**config.mk**
```make
export PLATFORM = sky130hd
export DESIGN_NAME = mnemonic_index_encoder
export DESIGN_NICKNAME = d
export VERILOG_FILES = /design/src/rtl/mie_pkg.sv /design/src/rtl/mie_round.sv /design/src/rtl/mie_ctrl.sv /design/src/rtl/mnemonic_index_encoder.sv
export SDC_FILE = /design/constraint.sdc
export NUM_CORES = 2
export LEC_CHECK = 0
export ABC_AREA = 1
export BUFFER_PORTS_ARGS = -buffer_cell sky130_fd_sc_hd__buf_2
export CAP_MARGIN = 20
export CORE_MARGIN = 3
export CORE_UTILIZATION = 55
export DETAILED_ROUTE_END_ITERATION = 6
export PLACE_DENSITY = 0.71
export SLEW_MARGIN = 20
export SYNTH_ARGS = -nofsm -noshare
export SYNTH_HDL_FRONTEND = slang
export SYNTH_HIERARCHICAL = 1
export SYNTH_SLANG_ARGS = --single-unit
```
**constraint.sdc**
```tcl
create_clock -name clk -period 12.53 [get_ports clk]
set_input_delay 1.253 -clock clk [delete_from_list [all_inputs] [get_ports clk]]
set_output_delay 1.253 -clock clk [all_outputs]
set_load 0.01 [all_outputs]
```
**src/rtl/mie_pkg.sv**
```systemverilog
// ----------------------------------------------------------------------------
// mie_pkg
// shared types, constants and sha-256 tables for the mnemonic index encoder
// ----------------------------------------------------------------------------
package mie_pkg;

  localparam int EntropyBytes = 32;
  localparam int WordBits     = 11;
  localparam int WordCount    = 24;
  localparam int RoundCount   = 64;

  typedef enum logic [2:0] {
    ST_LOAD,
    ST_SCHED,
    ST_ROUND,
    ST_FINAL,
    ST_EMIT
  } state_t;

  typedef struct packed {
    logic       init;
    logic       step;
    logic [5:0] round;
  } hash_ctl_t;

  typedef struct packed {
    logic [7:0] digest_byte;
  } hash_sts_t;

  function automatic logic [31:0] round_k(input logic [5:0] i);
    logic [31:0] k;
    case (i)
      6'd0:  k = 32'h428a2f98; 6'd1:  k = 32'h71374491;
      6'd2:  k = 32'hb5c0fbcf; 6'd3:  k = 32'he9b5dba5;
      6'd4:  k = 32'h3956c25b; 6'd5:  k = 32'h59f111f1;
      6'd6:  k = 32'h923f82a4; 6'd7:  k = 32'hab1c5ed5;
      6'd8:  k = 32'hd807aa98; 6'd9:  k = 32'h12835b01;
      6'd10: k = 32'h243185be; 6'd11: k = 32'h550c7dc3;
      6'd12: k = 32'h72be5d74; 6'd13: k = 32'h80deb1fe;
      6'd14: k = 32'h9bdc06a7; 6'd15: k = 32'hc19bf174;
      6'd16: k = 32'he49b69c1; 6'd17: k = 32'hefbe4786;
      6'd18: k = 32'h0fc19dc6; 6'd19: k = 32'h240ca1cc;
      6'd20: k = 32'h2de92c6f; 6'd21: k = 32'h4a7484aa;
      6'd22: k = 32'h5cb0a9dc; 6'd23: k = 32'h76f988da;
      6'd24: k = 32'h983e5152; 6'd25: k = 32'ha831c66d;
      6'd26: k = 32'hb00327c8; 6'd27: k = 32'hbf597fc7;
      6'd28: k = 32'hc6e00bf3; 6'd29: k = 32'hd5a79147;
      6'd30: k = 32'h06ca6351; 6'd31: k = 32'h14292967;
      6'd32: k = 32'h27b70a85; 6'd33: k = 32'h2e1b2138;
      6'd34: k = 32'h4d2c6dfc; 6'd35: k = 32'h53380d13;
      6'd36: k = 32'h650a7354; 6'd37: k = 32'h766a0abb;
      6'd38: k = 32'h81c2c92e; 6'd39: k = 32'h92722c85;
      6'd40: k = 32'ha2bfe8a1; 6'd41: k = 32'ha81a664b;
      6'd42: k = 32'hc24b8b70; 6'd43: k = 32'hc76c51a3;
      6'd44: k = 32'hd192e819; 6'd45: k = 32'hd6990624;
      6'd46: k = 32'hf40e3585; 6'd47: k = 32'h106aa070;
      6'd48: k = 32'h19a4c116; 6'd49: k = 32'h1e376c08;
      6'd50: k = 32'h2748774c; 6'd51: k = 32'h34b0bcb5;
      6'd52: k = 32'h391c0cb3; 6'd53: k = 32'h4ed8aa4a;
      6'd54: k = 32'h5b9cca4f; 6'd55: k = 32'h682e6ff3;
      6'd56: k = 32'h748f82ee; 6'd57: k = 32'h78a5636f;
      6'd58: k = 32'h84c87814; 6'd59: k = 32'h8cc70208;
      6'd60: k = 32'h90befffa; 6'd61: k = 32'ha4506ceb;
      6'd62: k = 32'hbef9a3f7; 6'd63: k = 32'hc67178f2;
      default: k = 32'h0;
    endcase
    return k;
  endfunction

  localparam logic [255:0] InitH = {
    32'h6a09e667, 32'hbb67ae85, 32'h3c6ef372, 32'ha54ff53a,
    32'h510e527f, 32'h9b05688c, 32'h1f83d9ab, 32'h5be0cd19
  };

endpackage

```
**src/rtl/mie_round.sv**
```systemverilog
// ----------------------------------------------------------------------------
// mie_round
// sha-256 round unit: one compression round per step, schedule kept as a
// rolling 16-word window
// ----------------------------------------------------------------------------
module mie_round (
  input  logic               clk,
  input  logic [255:0]       message,
  input  mie_pkg::hash_ctl_t ctl,
  output mie_pkg::hash_sts_t sts
);
  import mie_pkg::*;

  logic [31:0] w [16];
  logic [31:0] v [8];
  logic [31:0] x15, x2, wi, sg0, sg1, e1, a0, ch, maj, t1, t2;

  function automatic logic [31:0] rotr(input logic [31:0] x, input int n);
    return (x >> n) | (x << (32 - n));
  endfunction

  always_comb begin
    x15 = w[1];
    x2  = w[14];
    sg0 = rotr(x15, 7) ^ rotr(x15, 18) ^ (x15 >> 3);
    sg1 = rotr(x2, 17) ^ rotr(x2, 19) ^ (x2 >> 10);
    // first 16 rounds use the window as loaded
    if (ctl.round < 6'd16) begin
      wi = w[0];
    end else begin
      wi = w[0] + sg0 + w[9] + sg1;
    end
    e1  = rotr(v[4], 6) ^ rotr(v[4], 11) ^ rotr(v[4], 25);
    ch  = (v[4] & v[5]) ^ (~v[4] & v[6]);
    t1  = v[7] + e1 + ch + round_k(ctl.round) + wi;
    a0  = rotr(v[0], 2) ^ rotr(v[0], 13) ^ rotr(v[0], 22);
    maj = (v[0] & v[1]) ^ (v[0] & v[2]) ^ (v[1] & v[2]);
    t2  = a0 + maj;
  end

  always_ff @(posedge clk) begin
    if (ctl.init) begin
      for (int i = 0; i < 8; i++) begin
        w[i] <= message[255 - 32*i -: 32];
        v[i] <= InitH[255 - 32*i -: 32];
      end
      w[8] <= 32'h80000000;
      for (int i = 9; i < 15; i++) begin
        w[i] <= 32'h0;
      end
      w[15] <= 32'd256;
    end else if (ctl.step) begin
      for (int i = 0; i < 15; i++) begin
        w[i] <= w[i+1];
      end
      w[15] <= wi;
      v[7] <= v[6];
      v[6] <= v[5];
      v[5] <= v[4];
      v[4] <= v[3] + t1;
      v[3] <= v[2];
      v[2] <= v[1];
      v[1] <= v[0];
      v[0] <= t1 + t2;
    end
  end

  logic [31:0] h0;
  assign h0 = InitH[255:224] + v[0];
  assign sts.digest_byte = h0[31:24];

endmodule

```
**src/rtl/mie_ctrl.sv**
```systemverilog
// ----------------------------------------------------------------------------
// mie_ctrl
// sequencer: byte loading, 64 hash rounds, checksum capture and word output
// ----------------------------------------------------------------------------
module mie_ctrl (
  input  logic               clk,
  input  logic               rst,
  input  logic               in_valid,
  output logic               in_stall,
  input  logic [7:0]         entropy_byte,
  output logic               out_valid,
  input  logic               out_stall,
  output logic [10:0]        word_code,
  output logic [4:0]         word_position,
  output logic               last_word,
  output logic [255:0]       message,
  output mie_pkg::hash_ctl_t ctl,
  input  mie_pkg::hash_sts_t sts
);
  import mie_pkg::*;

  state_t       state, state_next;
  logic [5:0]   bytes_loaded;
  logic [5:0]   round;
  logic [4:0]   word;
  logic [263:0] bits;
  logic         in_beat, out_beat;

  assign in_beat  = in_valid && !in_stall;
  assign out_beat = out_valid && !out_stall;
  assign message  = bits[263:8];
  assign in_stall = (state != ST_LOAD);
  assign out_valid = (state == ST_EMIT);
  assign word_code = bits[263 -: WordBits];
  assign word_position = word;
  assign last_word = (word == 5'(WordCount - 1));

  always_comb begin
    state_next = state;
    ctl.init   = 1'b0;
    ctl.step   = 1'b0;
    ctl.round  = round;
    case (state)
      ST_LOAD: begin
        if (in_beat && bytes_loaded == 6'(EntropyBytes - 1)) begin
          state_next = ST_SCHED;
        end
      end
      ST_SCHED: begin
        ctl.init   = 1'b1;
        state_next = ST_ROUND;
      end
      ST_ROUND: begin
        ctl.step = 1'b1;
        if (round == 6'(RoundCount - 1)) begin
          state_next = ST_FINAL;
        end
      end
      ST_FINAL: begin
        state_next = ST_EMIT;
      end
      ST_EMIT: begin
        if (out_beat && last_word) begin
          state_next = ST_LOAD;
        end
      end
      default: begin
        state_next = ST_LOAD;
      end
    endcase
  end

  always_ff @(posedge clk) begin
    if (rst) begin
      state <= ST_LOAD;
    end else begin
      state <= state_next;
    end
  end

  always_ff @(posedge clk) begin
    if (rst) begin
      bytes_loaded <= '0;
      round        <= '0;
      word         <= '0;
    end else begin
      if (in_beat) begin
        bytes_loaded <= (bytes_loaded == 6'(EntropyBytes - 1)) ? '0 : bytes_loaded + 6'd1;
      end
      if (state == ST_SCHED) begin
        round <= '0;
      end else if (state == ST_ROUND) begin
        round <= round + 6'd1;
      end
      if (state == ST_FINAL) begin
        word <= '0;
      end else if (out_beat) begin
        word <= word + 5'd1;
      end
    end
  end

  // entropy shifts in at the bottom, then words shift out at the top
  always_ff @(posedge clk) begin
    if (in_beat) begin
      bits <= {bits[255:8], entropy_byte, 8'h00};
    end else if (state == ST_FINAL) begin
      bits[7:0] <= sts.digest_byte;
    end else if (out_beat) begin
      bits <= {bits[263-WordBits:0], {WordBits{1'b0}}};
    end
  end

endmodule

```
**src/rtl/mnemonic_index_encoder.sv**
```systemverilog
// ----------------------------------------------------------------------------
// mnemonic_index_encoder
// 256-bit entropy to 24 mnemonic word indices with sha-256 checksum
// ----------------------------------------------------------------------------
// input channel: one entropy byte per beat, most significant byte first.
// bytes 0..30 are taken one per cycle. after byte 31 the block stalls its
// input while the round unit runs: it loads the schedule, runs 64 sha-256
// rounds, then captures the checksum byte.
// output channel: 24 beats of word_code, word_position and last_word,
// one per cycle while out_stall is low; last_word marks position 23.
// the 64 rounds of a phrase run in turn through the shared round unit.
// a stalled output beat holds its fields; input stays stalled until the
// last word is taken.
// rst (synchronous) returns to loading with a zero byte count.
// ----------------------------------------------------------------------------
module mnemonic_index_encoder (
  input  logic        clk,
  input  logic        rst,
  input  logic        in_valid,
  output logic        in_stall,
  input  logic [7:0]  entropy_byte,
  output logic        out_valid,
  input  logic        out_stall,
  output logic [10:0] word_code,
  output logic [4:0]  word_position,
  output logic        last_word
);
  import mie_pkg::*;

  hash_ctl_t    ctl;
  hash_sts_t    sts;
  logic [255:0] message;

  mie_ctrl u_ctrl (
    .clk, .rst, .in_valid, .in_stall, .entropy_byte,
    .out_valid, .out_stall, .word_code, .word_position, .last_word,
    .message, .ctl, .sts
  );

  mie_round u_round (
    .clk, .message, .ctl, .sts
  );

endmodule

```
== Word-level counts from Yosys, hierarchy flattened ==
Memories as Yosys holds them, arrays and structs flattened. A register that Yosys moved wholly into a read port is not among the register bits.
Cells that the tools add are included.

* Flip-flop bits (word level): 284
* RAM bits: 768
* Output and inout port bits: 19
* Memory bits (read-only): 2048
* Memories: 3

* Bitwise operators: 51
* Order comparisons: 1
* Add/sub/neg operators: 14
* Multiplexer cells: 43
* Reductions and logical operators: 14
* Eq/ne operators: 11

{| class="wikitable"
|+ Memories
! name !! depth !! bits a word !! rd ports !! clocked after Yosys merged registers in !! wr ports !! RTL line !! RTL
|-
| (name not given) || 64 || 32 || 1 || 1 || 0 || mie_pkg.sv:32 || <nowiki>case (i)</nowiki>
|-
| u_round.w || 16 || 32 || 16 || 0 || 16 || mie_round.sv:14 || <nowiki>logic [31:0] w [16];</nowiki>
|-
| u_round.v || 8 || 32 || 8 || 0 || 8 || mie_round.sv:15 || <nowiki>logic [31:0] v [8];</nowiki>
|}

{| class="wikitable"
|+ Operators by type and width
! kind !! count
|-
| two-way mux 32 bit || 25
|-
| two-way mux 264 bit || 2
|-
| adder 32 bit || 10
|-
| XOR 32 bit || 9
|-
| two-way mux 256 bit || 1
|-
| AND 32 bit || 5
|-
| adder 31 x 32 -> 32 bit (first input constant) || 1
|-
| inverter 32 bit || 1
|-
| OR 10 x 32 -> 32 bit || 1
|-
| OR 13 x 32 -> 32 bit || 1
|-
| OR 14 x 32 -> 32 bit || 1
|-
| OR 15 x 32 -> 32 bit || 1
|-
| OR 19 x 32 -> 32 bit || 1
|-
| OR 21 x 32 -> 32 bit || 1
|-
| OR 25 x 32 -> 32 bit || 1
|-
| OR 26 x 32 -> 32 bit || 1
|-
| OR 30 x 32 -> 32 bit || 1
|-
| OR 7 x 32 -> 32 bit || 1
|-
| XOR 32 x 22 -> 32 bit || 1
|-
| XOR 32 x 29 -> 32 bit || 1
|-
| OR 1 bit || 24
|-
| two-way mux 6 bit || 3
|-
| case mux 3 bit (5 select lines) || 1
|-
| adder 6 x 1 -> 6 bit (second input constant) || 2
|-
| 21 further kinds || 38
|}

== Logic depth before layout (Yosys ltp) ==
* Depth in word-level cells: 10
* Gate-level depth with buffers: 50
* Mapped depth without buffers: 49

== Hierarchy ==
Netlist, hierarchy kept.

{| class="wikitable"
|+ Modules (own cells, without submodules)
! module !! area each (µm²) !! cells an instance !! seq. area each (µm²) !! times used
|-
| mie_round || 47657.0 || 5225 || 23062.1 || 1
|-
| mie_ctrl || 13938.4 || 1385 || 8247.9 || 1
|}

== Worst setup path before layout ==
OpenSTA, ideal clock, no wires.

* Kind: register -> register
* Start: reg u_ctrl.state[1]
* End: mem u_round.v[0][0] (enable)
* Clock period less this slack: 11.001 ns
* Slack: 1.529 ns
* Arrival: 10.179 ns
* Path buffers: 2
* Stages on the path, launching flop included: 7
* Required time: 11.708 ns
* Cell sequence: dfxtp_1 > inv_1 > nand3_1 > inv_1 > clkbuf_1 > clkbuf_1 > or2_2

{| class="wikitable"
|+ RTL lines
! item !! RTL line !! RTL
|-
| start: declaration || mie_ctrl.sv:22 || <nowiki>state_t state, state_next;</nowiki>
|-
| start signal: assignment || mie_ctrl.sv:77 || <nowiki>state <= state_next;</nowiki>
|-
| end: declaration || mie_round.sv:15 ||
|}

==> metrics.yaml <==
timing:
  fmax_mhz: 90.7
  grt_setup_unrepaired: "no"
  finalSetupViolations: 0
  fin_crit_sh: 0.879
  fin_setup_tns_ps: 0
  worst_pin_slew_ps: 1240
  finalCriticalPeriod_ps: 11020
  hold_viol: 0
  maxSlewViolCount: 0
  relSlewSlack: 0.174
  fin_worst_skew_ps: 65.0
place:
  place_congestion: 0.995
  place_inst: 7629
  port_buffers: 30
  dp_hpwl_um: 131000
worst_setup_path:
  cp.arrival_ps: 11420
  crit_path_end_kind: "register"
  critPathKind: "reg -> reg"
  crit_fanout: 6
  required_ps: 12930
  max_stage_delay_ps: 640
  cp-start-kind: "register"
  cp_slowest_cell: "o21ai_0"
layout:
  instances_no_fill: 7843
  area_growth_pct: 4.79
  layout-drive-gt1-share: 0.0537
  nNetsFinal: 6618
synthesis:
  synth_area_leader_cell: "edfxtp_1"
  yosysMostFrequentCell: "nand2_1"
  synth-seq-cells: 1052
  synth-edff-count: 1024
  ys_top_cells_by_count: "nand2_1 (1579), inv_1 (1065), edfxtp_1 (1024)"
  synth_cell_types: 69
  synth-seq-area-share: 0.508
  yosys_warnings: 6
  synthesis.area_um2: 61600
  synthArstFlopShare: 0
  synth.area.top_cells: "edfxtp_1 (50%), nand2_1 (9.6%), inv_1 (6.5%)"
  syn_nets: 6971
  synth_ff_type: "edfxtp_1"
  synth_top_area_frac: 0.499
  syn_area_per_cell_um2: 9.32
  synthCells: 6610
drt:
  viasPerCell: 5.48
  ant_nets: 0
  drtIter0Drc: 4700
  wl_per_cell_um: 22.8
  via_count: 43016
  drcViolationCount: 0
  drt_pass1_iterations: 6
  wl_um: 179000
global_routing:
  grt_overflow_total: 0
  grt_pass1_vias: 41540
  grt_usage: 0.309
  met1_usage: 0.459
  busiest_layer: "met2"
  grt_pass1_wl_um: 268000
  grt_max_degree: 208
  grt_use_met3: 0.0448
  antenna_found_initial: 3
  grt_use_met2: 0.476
min_path:
  hold_path.class: "reg -> reg"
die:
  io-pin-count: 31
  die_h_um: 341
  row_count: 122
  die_area_um2: 116000
  die_w_um: 341
  start_util: 0.555
  design.core.area_um2: 111000
clock_tree:
  ctsRootBufferMaster: "clkbuf_16"
  cts_setup_buffers: 0
  htree_num_levels: 3
  cts_tree: "done"
  clk_transition_reported_paths_ps: 70
  cts-buffers-inserted: 112
  cts_buffer_depth: 3
  clk_latency_ps: 730
  hold_buffers: 0
  cts_resized: 0
  clock-sinks: 1052
run_status:
  status: "complete, no violations"
job:
  maxCapViolations: 0
==> critical path: cells and delay by family, from the launching register on <==
kind | cells | cell delay [ps]
xor gates and xnor gates | 4 | 1160
and+or+nand+nor | 15 | 2820
AOI/OAI and AO/OA | 5 | 1570
buffers and inverters | 6 | 380
adders and majority gates | 9 | 4170
DFF | 1 | 600
==> metal layers <==
metal / routed length, µm / vias to the layer above
met5: 9 / -
met1: 79300 / 20850
met3: 13300 / 298
met2: 81200 / 1661
li1: - / 20205
met4: 5270 / 2
==> sequential cells by signal, indices dropped and copies added (netlist names) <==
| signal | count |
|---|---|
| u_ctrl/bits | 264 |
| u_ctrl/bytes_loaded | 6 |
| u_round/v | 256 |
| u_ctrl/word_position | 5 |
| u_ctrl/state | 3 |
| u_ctrl/round | 6 |
| u_round/w | 512 |
==> metrics by stage <==
| step | cell area [µm²] | hold slack (ps) | utilization | worst slack (ps) |
|---|---|---|---|---|
| 2_1_floorplan | 61600 | 452 | - | 1530 |
| 3_3_place_gp | 60800 | 461 | 0.548 | 1540 |
| 3_5_place_dp | 60800 | 470 | 0.548 | 1740 |
| 4_1_cts | 64500 | 479 | 0.581 | 1600 |
| 5_1_grt | 64500 | 517 | 0.582 | 901 |
| 6_report | 64500 | 480 | 0.582 | 1510 |
==> cell families (layout without fill, tap and decap cells) <==
group / Yosys count / count (layout) / synth area share
AND/OR/NAND/NOR: 2329 / 2329 / 0.151
buffers and inverters: 1609 / 1353 / 0.117
flip-flops: 1052 / 1052 / 0.508
AO/OA/AOI/OAI: 953 / 953 / 0.0846
adder cells (fa/ha/maj): 349 / 349 / 0.0939
XOR/XNOR: 318 / 318 / 0.0452
other: 0 / 1 / 0
==> final cells by class <==
cell class	instances	area, µm²
Fill cell	9686	46400
Sequential cell	1052	31300
Multi-Input combinational cell	3949	23100
Inverter	1070	4040
Clock buffer	143	2960
Tap cell	1488	1860
Clock inverter	68	678
Timing Repair Buffer	72	581
Antenna cell	1	2.50
==> path summary, 6_finish.rpt <==
check	from	end	slack, ps	cells after the start
worst min-delay path	u_ctrl/word_position[4]	u_ctrl/word_position[4]	480	2
worst max-delay path	u_round/w[0][469]	u_round/v[0][30]	1510	39
worst min register to register	u_ctrl/word_position[4]	u_ctrl/word_position[4]	480	2
worst max register to register	u_round/w[0][469]	u_round/v[0][30]	1510	39
==> placed cells by master (no fill, tap or decap), drive strengths merged, types with 72 or more instances in the layout <==
master,count
clkbuf,143
edfxtp,1024
inv,1073
xor2,180
nand3,113
o21ai,509
a21oi,293
ha,160
nand2,1592
xnor2,138
fa,189
buf,72
nor2,494
Power is not shown: default switching activity piles up to over one toggle a cycle in this logic, so the estimate is an artifact.
